==> src/design/gus_pkg.sv <==
// Shared types, constants and helpers for the 2x glyph upscaler.
`timescale 1ns / 1ps

package gus_pkg;

  localparam int unsigned SrcW    = 8;           // source row bits
  localparam int unsigned PixW    = 2 * SrcW;    // scaled row bits
  localparam int unsigned IdxW    = 4;           // output row index bits
  localparam int unsigned DimW    = 4;           // config register bits
  localparam int unsigned MaxDim  = 8;           // saturation limit for width and height
  localparam int unsigned AddrW   = 3;           // APB address bits
  localparam int unsigned RegW    = 32;          // APB data bits

  localparam logic [AddrW-1:0] AddrWidth  = 3'd0;
  localparam logic [AddrW-1:0] AddrHeight = 3'd4;

  // staircase patch rows, top to bottom
  localparam logic [3:0] Stair [4] = '{4'h3, 4'h7, 4'hE, 4'hC};

  // one queued job: up to four scaled rows
  typedef struct packed {
    logic [3:0][PixW-1:0] px;
    logic [IdxW-1:0]      base;   // row index of px[0]
    logic                 four;   // four rows, else two
    logic                 done;   // final row of the job ends the glyph
  } gus_job_t;

  // saturate a dimension register to 1..MaxDim
  function automatic logic [DimW-1:0] clamp_dim(input logic [DimW-1:0] v);
    logic [DimW-1:0] r;
    r = v;
    if (v == '0) r = DimW'(1);
    else if (v > DimW'(MaxDim)) r = DimW'(MaxDim);
    return r;
  endfunction

  // every source pixel becomes two output pixels
  function automatic logic [PixW-1:0] widen(input logic [SrcW-1:0] b);
    logic [PixW-1:0] r;
    for (int i = 0; i < SrcW; i++) r[2*i +: 2] = {2{b[i]}};
    return r;
  endfunction

endpackage

==> src/design/gus_front.sv <==
// Front end: takes source rows, finds diagonal patches, builds row jobs.
`timescale 1ns / 1ps

module gus_front import gus_pkg::*; (
  input  logic            clk_i,
  input  logic            rst_ni,
  input  logic [DimW-1:0] glyph_width_i,
  input  logic [DimW-1:0] glyph_height_i,
  input  logic            in_valid_i,
  output logic            in_ready_o,
  input  logic [SrcW-1:0] row_bits_i,
  output logic            push_o,
  input  logic            full_i,
  output gus_job_t        job_o
);

  logic [SrcW-1:0] prev_q, prev_d;
  logic [PixW-1:0] cu_q, cu_d, cl_q, cl_d;
  logic [IdxW-1:0] rc_q, rc_d;

  logic [DimW-1:0] w, h;
  logic [SrcW-1:0] mask, cur, prev;
  logic [PixW-1:0] pm, bp, bc;
  logic [3:0][PixW-1:0] p;
  logic            last, accept;

  assign in_ready_o = !full_i;
  assign accept     = in_valid_i && !full_i;

  always_comb begin
    w = clamp_dim(glyph_width_i);
    h = clamp_dim(glyph_height_i);
    for (int i = 0; i < SrcW; i++) mask[i] = (DimW'(i) < w);
    for (int i = 0; i < PixW; i++) pm[i] = (DimW'(i / 2) < w);
    cur  = row_bits_i & mask;
    prev = prev_q & mask;
    last = ({1'b0, rc_q} + 5'd1) >= {1'b0, h};
    bp   = widen(prev);
    bc   = widen(cur);
  end

  // bits past the width are zero, so pairs beyond it never match
  always_comb begin
    p = '0;
    for (int j = 0; j + 1 < SrcW; j++) begin
      if (!prev[j+1] && prev[j] && cur[j+1] && !cur[j]) begin
        for (int k = 0; k < 4; k++) p[k] = p[k] | (PixW'(Stair[k]) << (2 * j));
      end
      if (prev[j+1] && !prev[j] && !cur[j+1] && cur[j]) begin
        for (int k = 0; k < 4; k++) p[k] = p[k] | (PixW'(Stair[3-k]) << (2 * j));
      end
    end
  end

  always_comb begin
    prev_d = prev_q;
    cu_d   = cu_q;
    cl_d   = cl_q;
    rc_d   = rc_q;
    push_o = 1'b0;
    job_o  = '0;
    if (accept) begin
      if (rc_q == '0) begin
        cu_d = '0;
        cl_d = '0;
        if (last) begin
          push_o       = 1'b1;
          job_o.px[0]  = bc;
          job_o.px[1]  = bc;
          job_o.done   = 1'b1;
          prev_d       = '0;
        end else begin
          prev_d = cur;
          rc_d   = IdxW'(1);
        end
      end else begin
        push_o      = 1'b1;
        job_o.px[0] = (bp | cu_q | p[0]) & pm;
        job_o.px[1] = (bp | cl_q | p[1]) & pm;
        job_o.px[2] = (bc | p[2]) & pm;
        job_o.px[3] = (bc | p[3]) & pm;
        job_o.base  = IdxW'({rc_q, 1'b0} - 5'd2);
        job_o.four  = last;
        job_o.done  = last;
        if (last) begin
          prev_d = '0;
          cu_d   = '0;
          cl_d   = '0;
          rc_d   = '0;
        end else begin
          prev_d = cur;
          cu_d   = p[2];
          cl_d   = p[3];
          rc_d   = rc_q + IdxW'(1);
        end
      end
    end
  end

  always_ff @(posedge clk_i or negedge rst_ni) begin
    if (!rst_ni) begin
      prev_q <= '0;
      cu_q   <= '0;
      cl_q   <= '0;
      rc_q   <= '0;
    end else begin
      prev_q <= prev_d;
      cu_q   <= cu_d;
      cl_q   <= cl_d;
      rc_q   <= rc_d;
    end
  end

endmodule

==> src/design/gus_fifo.sv <==
// Two-entry job queue between front and back end.
`timescale 1ns / 1ps

module gus_fifo import gus_pkg::*; (
  input  logic     clk_i,
  input  logic     rst_ni,
  input  logic     push_i,
  input  gus_job_t job_i,
  output logic     full_o,
  output logic     valid_o,
  input  logic     pop_i,
  output gus_job_t job_o
);

  gus_job_t   mem_q [2];
  logic       wr_q, rd_q;
  logic [1:0] cnt_q;

  assign full_o  = (cnt_q == 2'd2);
  assign valid_o = (cnt_q != 2'd0);
  assign job_o   = mem_q[rd_q];

  always_ff @(posedge clk_i) begin
    if (push_i) mem_q[wr_q] <= job_i;
  end

  always_ff @(posedge clk_i or negedge rst_ni) begin
    if (!rst_ni) begin
      wr_q  <= 1'b0;
      rd_q  <= 1'b0;
      cnt_q <= 2'd0;
    end else begin
      if (push_i) wr_q <= !wr_q;
      if (pop_i)  rd_q <= !rd_q;
      cnt_q <= cnt_q + 2'(push_i) - 2'(pop_i);
    end
  end

endmodule

==> src/design/gus_back.sv <==
// Back end: plays queued jobs out one scaled row per beat.
`timescale 1ns / 1ps

module gus_back import gus_pkg::*; (
  input  logic            clk_i,
  input  logic            rst_ni,
  input  logic            job_valid_i,
  input  gus_job_t        job_i,
  output logic            pop_o,
  output logic            out_valid_o,
  input  logic            out_ready_i,
  output logic [PixW-1:0] pixel_row_o,
  output logic [IdxW-1:0] row_index_o,
  output logic            glyph_done_o
);

  logic [1:0]      sub_q, sub_d;
  logic            vld_q, vld_d;
  logic [PixW-1:0] px_q;
  logic [IdxW-1:0] idx_q;
  logic            done_q;
  logic            load, end_of_job;

  assign load       = job_valid_i && (!vld_q || out_ready_i);
  assign end_of_job = (sub_q == (job_i.four ? 2'd3 : 2'd1));
  assign pop_o      = load && end_of_job;

  always_comb begin
    sub_d = sub_q;
    vld_d = vld_q;
    if (load) begin
      sub_d = end_of_job ? 2'd0 : sub_q + 2'd1;
      vld_d = 1'b1;
    end else if (out_ready_i) begin
      vld_d = 1'b0;
    end
  end

  always_ff @(posedge clk_i or negedge rst_ni) begin
    if (!rst_ni) begin
      sub_q <= '0;
      vld_q <= 1'b0;
    end else begin
      sub_q <= sub_d;
      vld_q <= vld_d;
    end
  end

  always_ff @(posedge clk_i) begin
    if (load) begin
      px_q   <= job_i.px[sub_q];
      idx_q  <= job_i.base + IdxW'(sub_q);
      done_q <= end_of_job && job_i.done;
    end
  end

  assign out_valid_o  = vld_q;
  assign pixel_row_o  = px_q;
  assign row_index_o  = idx_q;
  assign glyph_done_o = done_q;

endmodule

==> src/design/glyph_upscale_2x_smooth.sv <==
// Top level of the 2x glyph upscaler with diagonal smoothing.
`timescale 1ns / 1ps

// Usage:
//   s_axis carries one source glyph row per beat (tdata[7:0], leftmost
//   pixel at bit glyph_width-1). m_axis returns scaled rows, 2 per source
//   row: tdata[15:0] pixel row, tdata[19:16] row index, tlast marks the
//   final row of a glyph. The first source row of a glyph yields nothing
//   (unless height is 1); later rows yield two rows, the last row four.
//   APB registers: 0x0 glyph_width, 0x4 glyph_height (4 bits each); write
//   them only while the block is idle.
//   An accepted row's job goes into the job queue, then into the output
//   register. The output register drains one row per cycle while m_axis
//   is ready, so the m_axis beat rate sets the source row rate; the
//   two-entry job queue lets input run ahead briefly.
//   Reset clears the row counter, carried patch rows and the queue;
//   registers return to width 5, height 7.
//   When m_axis stalls the output row holds, the queue fills and
//   s_axis_tready drops; nothing is lost.

module glyph_upscale_2x_smooth import gus_pkg::*; (
  input  logic             clk_i,
  input  logic             rst_ni,
  input  logic             psel,
  input  logic             penable,
  input  logic             pwrite,
  input  logic [AddrW-1:0] paddr,
  input  logic [RegW-1:0]  pwdata,
  output logic [RegW-1:0]  prdata,
  output logic             pready,
  input  logic             s_axis_tvalid,
  output logic             s_axis_tready,
  input  logic [7:0]       s_axis_tdata,   // [7:0] row_bits
  output logic             m_axis_tvalid,
  input  logic             m_axis_tready,
  output logic [23:0]      m_axis_tdata,   // [15:0] pixel_row, [19:16] row_index, rest 0
  output logic             m_axis_tlast    // glyph_done
);

  logic [DimW-1:0] gw_q, gh_q;
  logic            wr_en;

  logic     push, full, job_valid, pop;
  gus_job_t job_in, job_out;

  logic [PixW-1:0] pixel_row;
  logic [IdxW-1:0] row_index;

  // APB register file, pready tied high
  assign pready = 1'b1;
  assign wr_en  = psel && penable && pwrite;

  always_ff @(posedge clk_i or negedge rst_ni) begin
    if (!rst_ni) begin
      gw_q <= DimW'(5);
      gh_q <= DimW'(7);
    end else if (wr_en) begin
      if (paddr == AddrWidth)  gw_q <= pwdata[DimW-1:0];
      if (paddr == AddrHeight) gh_q <= pwdata[DimW-1:0];
    end
  end

  always_comb begin
    prdata = '0;
    if (paddr == AddrWidth)  prdata = RegW'(gw_q);
    if (paddr == AddrHeight) prdata = RegW'(gh_q);
  end

  gus_front u_front (
    .clk_i          (clk_i),
    .rst_ni         (rst_ni),
    .glyph_width_i  (gw_q),
    .glyph_height_i (gh_q),
    .in_valid_i     (s_axis_tvalid),
    .in_ready_o     (s_axis_tready),
    .row_bits_i     (s_axis_tdata),
    .push_o         (push),
    .full_i         (full),
    .job_o          (job_in)
  );

  gus_fifo u_fifo (
    .clk_i   (clk_i),
    .rst_ni  (rst_ni),
    .push_i  (push),
    .job_i   (job_in),
    .full_o  (full),
    .valid_o (job_valid),
    .pop_i   (pop),
    .job_o   (job_out)
  );

  gus_back u_back (
    .clk_i        (clk_i),
    .rst_ni       (rst_ni),
    .job_valid_i  (job_valid),
    .job_i        (job_out),
    .pop_o        (pop),
    .out_valid_o  (m_axis_tvalid),
    .out_ready_i  (m_axis_tready),
    .pixel_row_o  (pixel_row),
    .row_index_o  (row_index),
    .glyph_done_o (m_axis_tlast)
  );

  assign m_axis_tdata = {4'b0, row_index, pixel_row};

endmodule
==> config.mk <==
export PLATFORM = sky130hd
export DESIGN_NAME = glyph_upscale_2x_smooth
export DESIGN_NICKNAME = d
export VERILOG_FILES = /design/src/design/gus_pkg.sv /design/src/design/gus_front.sv /design/src/design/gus_fifo.sv /design/src/design/gus_back.sv /design/src/design/glyph_upscale_2x_smooth.sv
export SDC_FILE = /design/constraint.sdc
export NUM_CORES = 1
export LEC_CHECK = 0
export ABC_AREA = 1
export BUFFER_PORTS_ARGS = -buffer_cell sky130_fd_sc_hd__clkbuf_2
export CAP_MARGIN = 10
export CORE_MARGIN = 4
export CORE_UTILIZATION = 59
export CTS_CLUSTER_SIZE = 16
export DETAILED_ROUTE_END_ITERATION = 12
export GPL_ROUTABILITY_DRIVEN = 0
export GPL_TIMING_DRIVEN = 0
export PLACE_DENSITY = 0.81
export SKIP_CTS_REPAIR_TIMING = 1
export SYNTH_ARGS = -nofsm -noshare
export SYNTH_HDL_FRONTEND = slang
export SYNTH_SLANG_ARGS = --single-unit
==> constraint.sdc <==
create_clock -name clk_i -period 14.4 [get_ports clk_i]
set_input_delay 2.88 -clock clk_i [delete_from_list [all_inputs] [get_ports clk_i]]
set_output_delay 2.88 -clock clk_i [all_outputs]
set_load 0.01 [all_outputs]
Yosys cells after proc, flatten, opt, wreduce, memory -nomap -nowiden
Memory sizes are Yosys's and may differ from the RTL's.
Index checks and enable logic that the tools add are counted.
- register bits after elaboration: 80
- bits in writable memories: 140
- logic and storage cells: 173
- memories kept: 1
- memories (memory ; depth ; bits a word ; rd ports ; clocked after memory_dff ; wr ports ; RTL line ; source):
    u_fifo.mem_q ; 2 ; 70 ; 1 ; 0 ; 1 ; gus_fifo.sv:15 ; gus_job_t mem_q [2];
- add/sub/neg operators: 7
- order comparisons: 12
- eq/ne operators: 4
- muxes and demuxes: 45
- bitwise operators: 12
- reduce and logical (&&, ||, !) cells: 78
- operator list (cell ; number):
    $mux W32 ; 4
    $mux W62 ; 2
    $mux W60 ; 2
    $mux W58 ; 2
    $mux W56 ; 2
    $mux W54 ; 2
    $mux W52 ; 2
    $or A16 B16 Y16 ; 6
    $mux W16 ; 5
    $mux W70 ; 1
    $and A16 B16 Y16 ; 4
    $mux W64 ; 1
    $mux W50 ; 1
    $logic_and A1 B1 Y1 ; 48
    $bmux W16 S2 ; 1
    $mux W4 ; 8
    $logic_not A1 Y1 ; 20
    $and A8 B8 Y8 ; 2
    $lt A3 B4 Y1 const A ; 4
    $logic_not A4 Y1 ; 3
    $gt A4 B4 Y1 const B ; 2
    $lt A1 B4 Y1 const A ; 2
    $lt A2 B4 Y1 const A ; 2
    $mux W1 ; 8
    other kinds (20) ; 24

Depth between registers and ports, before layout
Gate-level depths: netlist of run 1.
- depth in word-level cells: 27
- depth in mapped cells: 15
- depth with buffers taken out: 14

By module
A second synthesis of run 1 with hierarchy kept.
- cells, all modules: 1138
- area total of the unflattened synthesis: 10631.4 µm²
- by module, submodules not included (module ; times used ; cells an instance ; area each (µm²) ; sequential area each (µm²)):
    gus_fifo ; 1 ; 390 ; 5429.0 ; 4304.1
    gus_front ; 1 ; 472 ; 2999.1 ; 850.8
    gus_back ; 1 ; 182 ; 1478.9 ; 705.7
    glyph_upscale_2x_smooth ; 1 ; 94 ; 724.4 ; 206.4

Least setup slack after synthesis of run 1
No wires, ideal clock.
- path type: input -> output
- start: input paddr[1]
- end: output prdata[0]
- arrival: 3.349 ns
- required time: 11.520 ns
- slack: 8.171 ns
- cell stages on the path: 3
- buffers on the path: 0
- cell sequence: nor2_1 > nand2_1 > o22ai_1
- cells in the longest elaborated chain, start to end: 3
- elaborated cells on any way between the ends: 4
- ends and longest elaborated chain (element ; RTL line ; source):
    start: declaration ; glyph_upscale_2x_smooth.sv:27 ; input logic [AddrW-1:0] paddr,
    $logic_not A3 Y1 ; glyph_upscale_2x_smooth.sv:65 ; if (paddr == AddrWidth) prdata = RegW'(gw_q);
    $mux W4 ; glyph_upscale_2x_smooth.sv:65 ;
    $mux W32 (*) ; glyph_upscale_2x_smooth.sv:66 ; if (paddr == AddrHeight) prdata = RegW'(gh_q);
    end: declaration ; glyph_upscale_2x_smooth.sv:29 ; output logic [RegW-1:0] prdata,
Every way passes the cells marked *; elsewhere a longest branch is shown, timed or not.

Worst setup path in the final report of run 1
Ends and elaborated chain as after synthesis.

==> impl_results.md, run 1 <==
- FF/Latch Area: 5286 sq um
- Non-Filler Instances: 1208
- Vias in the first global route: 6211
- Final Hold Fails: 0
- Synth Area in Adders: 1.411%
- Htree depth: 4
- WL met2: 9.561 mm
- CTS tree: done
- Register bit total from synthesis: 184
- Status: finished, final reports clean
- Period utilization: 44.87%
- Commonest non-fill, non-tap cells in the layout: nor2_1 (176), nand2_1 (153), edfxtp_1 (135)
- WL per Instance: 17.11 microns
- Synth Warn #: 0
- Cell taking the most area after synthesis: edfxtp_1
- Global-route wire length before repair: 32.04 mm
- Layout cell share with drive strength beyond 1: 16.21%
- FP Rows: 44
- GR Overflow Total: 0
- Final min period: 6.461 ns
- Final Max Slew Viols: 0
- Most used DFF post-synth: edfxtp_1
- Layout fillers: approximately 1100
- Worst Setup Start Kind: input port
- Slowest library cell on the worst path: o22ai_1
- Final Worst Setup Slack: 7.939 ns
- Cell count after placement: 1178
- Leak pwr: 4.442 nW
- Hold Path Class: reg2reg
- Register area share after synthesis: 59.62%
- Clk Latency, worst-skew pair: 0.44 ns
- Clk slew on worst S/H paths: ~0.060 ns
- Met1 WL: 8.317 mm
- Synth cell types: 41
- Core Util, Final: 68.77%
- RSZ-0062 raised after global routing: no
- WS Path Type: in2out
- Chip Width: 130.6 microns
- Critical path buffers and inverters: 2
- Synth Area in XOR/XNOR: 0.6914%
- Largest net degree at the start of global routing: 34
- Overall routing resource usage: 25.12%
- Port bufs: 48
- VDD IR max: 0.0001033 V
- Routed vias: 6753
- Top post-synthesis cells by area: edfxtp_1 (46%), dfrtp_1 (12%), nor2_1 (7.5%)
- PwrDens: approximately 230 nW/um^2
- Top Layer Used: met4
- Critical-path cell list: clkbuf_2, nor2_1, nand2_1, o22ai_1, clkbuf_2
- Initial core utilization: 60.55%
- Endpoints failing setup: 0
- DRT Pass-1 Iters: 8
- P&R area growth vs syn: 13.57%
- Met3 WL: 2.128 mm
- Measured slew at the worst slew-check pin: 0.8584 ns
- Max Clock Freq: 154.8 MHz
- DR DRC count: 0
- Crit-path leading delay family: simple AND/OR/NAND/NOR gates
- Final net count: 1073
- Async set-reset flop share out of synthesis: 26.63%
- Post-synth top area share: 45.72%
- Die Height: 130.6 microns
- Simple-Gate Fraction of Synth Area: 19.47%
- CTS root buffer: clkbuf_16
- CTS buffer count: 17
- Die ar.: 17060 sq um
- Post-synth EDFFs: ~140
- Commonest non-fill, non-tap cell in the layout: nor2_1
- Worst path required time: approximately 12 ns
- TritonCTS Sinks: 184
- WL final: 20.67 mm
- Synth Instances: 912
- Antenna Nets Post-Route: 0
- Setup_tns: 0 ns
- CORE AREA: 14640 sq um
- Ports: 110
- Power Total: 0.002357 W
- Antenna cells: 0
- Synthesized area: 8867 sq um
- Via/cell ratio: 5.590
- Largest family of logic cells by synthesized area: simple AND/OR/NAND/NOR gates
- CP max stage delay: between 0.15 and 0.2 ns
- Longest Clk Path Bufs: 2
- Crit-path most repeated cell: clkbuf_2
- CP endpoint kind: output port
- Avg Inst Size Synth: slightly below 10 sq um
- Synth Area in Compound Gates: approximately a tenth
- Place WS: 7.953 ns
- Max Cap Violations: 0
- Antenna violations before repair: 0
- Worst-path fanout max: 5
- Multiplexer share of the synthesized area: 0%
- Worst slew margin: 42.71%
- DP Wirelength: 14.84 mm
- Multi-input gate area: between 2000 and 3000 sq um
- DRT iter0 DRCs: around 1100
- Skew final: a little over 0.009 ns
- WP data arrival: 3.58 ns
## layer usage
layer | up-vias | GRT usage (%)
met2 | 406 | 39.99
met3 | 61 | 4.553
met1 | 3076 | 33.98
li1 | 3210 | -
met4 | 0 | 11.43
met5 | - | 0
## final timing paths
check / cells past startpoint / slack [ns] / from / endpoint
min: 2 / 0.48 / u_front.cu_q[10] / u_front.cu_q[10]
max reg2reg: 12 / 11.10 / u_front.rc_q[0] / u_fifo.mem_q[1][44]
min in group asynchronous: 1 / 2.42 / rst_ni / u_front.cu_q[2]
max in group asynchronous: 2 / 11.36 / rst_ni / gh_q[1]
max: 5 / 7.94 / paddr[1] / prdata[0]
min reg2reg: 2 / 0.48 / u_front.cu_q[10] / u_front.cu_q[10]
## Yosys cell counts, types with 2 or more instances
cell type  count
clkinv_1       2
dfstp_2        5
nor2_2         3
a31oi_1       14
nand2_4        2
a21oi_1       31
xor2_1         3
nor3_1         6
xnor2_1        4
nor2_8         3
conb_1         2
a22oi_1        2
clkbuf_1      17
a211oi_1       3
o21ai_0       98
ha_1          10
inv_1         78
edfxtp_1     135
dfrtp_1       44
nand4_1        5
inv_2          3
nand3_2        3
buf_2          7
buf_1          2
o21ai_2       11
nand4_4        4
o22ai_1       10
buf_4         34
nor2_1       178
nand2_1      153
nand2_2        3
nand3_1       26
buf_6          3
## state kept, by name, indices dropped and copies added (netlist names)
name / flops
u_fifo.wr_q: 1
gw_q: 4
u_fifo.rd_q: 1
u_front.prev_q: 8
u_back.sub_q: 2
u_back.glyph_done_o: 1
u_fifo.cnt_q: 2
u_back.pixel_row_o: 16
u_back.row_index_o: 4
u_front.cu_q: 14
u_front.cl_q: 8
u_fifo.mem_q: 114
u_front.rc_q: 4
u_back.out_valid_o: 1
gh_q: 4
## kinds of logic after synthesis
family                   after synthesis
buffers and inverters                147
AO/OA/AOI/OAI                        171
XOR/XNOR                               7
flip-flops                           184
adder cells (fa/ha/maj)               10
AND/OR/NAND/NOR                      391
other                                  2
## worst reg2reg max path, cell delays in order, from the launching register on
cell and delay (ns):
dfrtp_1 0.46, ha_1 0.30, xor2_1 0.19, ha_1 0.34
nand2_1 0.06, nand2_1 0.06, nand3_2 0.10, nand2_1 0.11
inv_2 0.07, nand4_4 0.13, nand2_1 0.19, nor2_4 0.66
buf_12 0.30
## per-stage QoR
stage                     hold slack [ns]  area [sq um]
after detailed placement           0.4654          9529
after global placement             0.4606          9454
final                              0.4781         10070
after floorplan                    0.4436          8984
after global routing               0.4994         10070
after CTS                          0.4830         10070
## power breakdown
group	switching (W)	internal, W	total, W	leakage, nW
clock network	0.000186	0.000250	0.000436	0.263
registers	0.0000769	0.000842	0.000919	1.90
logic	0.000706	0.000296	0.00100	2.28
## layout make-up
class / count / area share [%]
Buffer: 63 / 3.926
Clock buffer: 19 / 4.299
Clock inverter: 11 / 1.081
Inverter: 84 / 3.156
Multi-Input combinational cell: 612 / 29.78
Sequential cell: 184 / 52.49
Tap cell: 184 / 2.286
Timing Repair Buffer: 51 / 2.982
Power figures use the tool's default switching activity.
==> inputs of run 2 (changes only) <==
CORE_UTILIZATION = 58   (was 59)
PLACE_DENSITY = 0.8   (was 0.81)
clock period = 6 ns   (was 14.4 ns; I/O delays follow)
==> run 2 against run 1 <==
Against the previous run: flip-flop and latch count stayed put; sequential power is 140% higher; clock-buffer cell count is 1 lower; critical path depth is 5 higher.
==> impl_results.md, run 2 (synthesis results as in run 1) <==
- Max Cap Violations: 0 (unchanged)
- Period utilization: 56.85%
- Clk slew on worst S/H paths: 0.06 ns (about the same)
- CTS root buffer: clkbuf_16
- Most flops, register: u_fifo.mem_q
- GR Overflow Total: 0 (unchanged)
- Die Height: 131.6 microns (+0.80%)
- Final min period: 3.411 ns
- Power Total: 0.005703 W (+140%)
- Final Hold Fails: 0 (unchanged)
- Routed vias: 6733 (-0.30%)
- Chip Width: 131.6 microns (+0.80%)
- Area post-placement: 9537 sq um (about the same)
- WL per Instance: 16.83 microns (-1.6%)
- Final Max Slew Viols: 0 (unchanged)
- Cell count after placement: 1178 (unchanged)
- Ports: 110 (unchanged)
- Longest Clk Path Bufs: 2 (unchanged)
- DP Wirelength: 14.68 mm (-1.1%)
- Final Worst Setup Slack: 2.589 ns (-5.350 ns)
- DRT Pass-1 Iters: 5 (-3)
- WS Path Type: reg2reg
- Commonest non-fill, non-tap cell in the layout: nor2_1
- Status: finished, final reports clean
- Max Clock Freq: 293.2 MHz
- FP Rows: 44 (unchanged)
- Place WS: 2.612 ns (-5.342 ns)
- Critical R2R Launch: u_front.rc_q[0]
- Max reg flops: 114 (unchanged)
- RSZ-0062 raised after global routing: no
- Worst-path fanout max: 31 (+26)
- Non-Filler Instances: 1210 (+0.17%)
- VDD IR max: 0.0002707 V (+160%)
- Die ar.: 17330 sq um (+1.6%)
- P&R area growth vs syn: 14.17%
- Post-route cell area: 10120 sq um (+0.52%)
- CTS buffer count: 17 (unchanged)
- Global-route wire length before repair: 32.05 mm (about the same)
- Largest net degree at the start of global routing: 32 (-5.9%)
- TritonCTS Sinks: 184 (unchanged)
- PwrDens: 563.4 nW/um^2 (+140%)
- Leak pwr: 4.464 nW (+0.50%)
- Worst slew margin: 35.94% (-6.8 points)
- CP endpoint kind: flip-flop
- Antenna violations before repair: 0 (unchanged)
- Endpoints failing setup: 0 (unchanged)
- Via/cell ratio: 5.564 (-0.46%)
- Hold path startpoint: u_front.cl_q[14]
- Layout cell share with drive strength beyond 1: 16.37% (+0.16 points)
- Antenna Nets Post-Route: 0 (unchanged)
- WL final: 20.37 mm (-1.5%)
- Worst path required time: 6.13 ns (-5.39 ns)
- Final net count: 1073 (unchanged)
- Critical path origin: u_front.rc_q[0]
- DRT iter0 DRCs: 942 (-11%)
- Worst Setup Start Kind: flip-flop
- Port bufs: 48 (unchanged)
- Hold Path Class: reg2reg
- Antenna cells: 0 (unchanged)
- WP data arrival: 3.54 ns (-0.04 ns)
- Vias in the first global route: 6288 (+1.2%)
- Initial core utilization: 60.10% (-0.45 points)
- Measured slew at the worst slew-check pin: 0.9587 ns (+0.1003 ns)
- Skew final: 0.008679 ns (-0.0006764 ns)
- Core Util, Final: 68.61% (-0.16 points)
- Overall routing resource usage: 23.62% (-1.5 points)
- CORE AREA: 14750 sq um (+0.75%)
- CTS tree: done
- Commonest non-fill, non-tap cells in the layout: nor2_1 (176), nand2_1 (153), edfxtp_1 (135)
- Htree depth: 4 (unchanged)
- Clk Latency, worst-skew pair: 0.43 ns (about the same)
- DR DRC count: 0 (unchanged)
## run 2: path summary, 6_finish.rpt
| path | endpoint | slack (ns) | depth (start not counted) |
|---|---|---|---|
| max in group asynchronous | u_back.sub_q[0] | 4.59 | 2 |
| worst min register to register | u_front.cl_q[14] | 0.48 | 2 |
| worst max register to register | u_fifo.mem_q[0][47] | 2.59 | 10 |
| worst min-delay path | u_front.cl_q[14] | 0.48 | 2 |
| worst max-delay path | u_fifo.mem_q[0][47] | 2.59 | 10 |
| min in group asynchronous | u_front.cu_q[9] | 0.83 | 1 |
## run 2: where the power goes
group | internal, W | switching, W
clock | 0.000649 | 0.000459
sequential | 0.00202 | 0.000184
combinational | 0.000709 | 0.00168
## run 2: final cells by class
type / instances / area (sq um)
flip-flops and latches: 184 / 5286
well taps: 184 / 230.2
multi-input cells: 612 / 2999
clock buffers: 18 / 429.2
plain buffers: 63 / 395.4
clock inverters: 14 / 157.7
repair buffers: 51 / 307.8
inverters: 84 / 317.8
fillers: 1112 / 4631
## run 2: worst max-delay path: stages, from the launching register on
cell and delay [ns]:
dfrtp_1 0.47, ha_1 0.31, xor2_1 0.18, ha_1 0.33, nand2_1 0.06, nor2_1 0.19, nand2_4 0.11, nand4_4 0.18
nand2_1 0.20, nor2_4 0.77, buf_12 0.28
## run 2: per-stage QoR
stage	TNS (ns)	hold slack (ns)
floorplan	0	0.4436
global placement	-4.980	0.4613
detailed placement	0	0.4676
CTS	0	0.4841
global route	0	0.4979
finish	0	0.4799
## run 2: routing by layer
metal  vias to the layer above  wire length (microns)  share of wire [%]  global-route usage [%]
met1                      3103                   8430                 41                   32.16
li1                       3209                      -                  -                       -
met5                         -                      0                  0                       0
met4                         0                    600                2.9                   10.62
met2                       369                   9493                 47                   37.31
met3                        52                   1841                9.0                   4.434
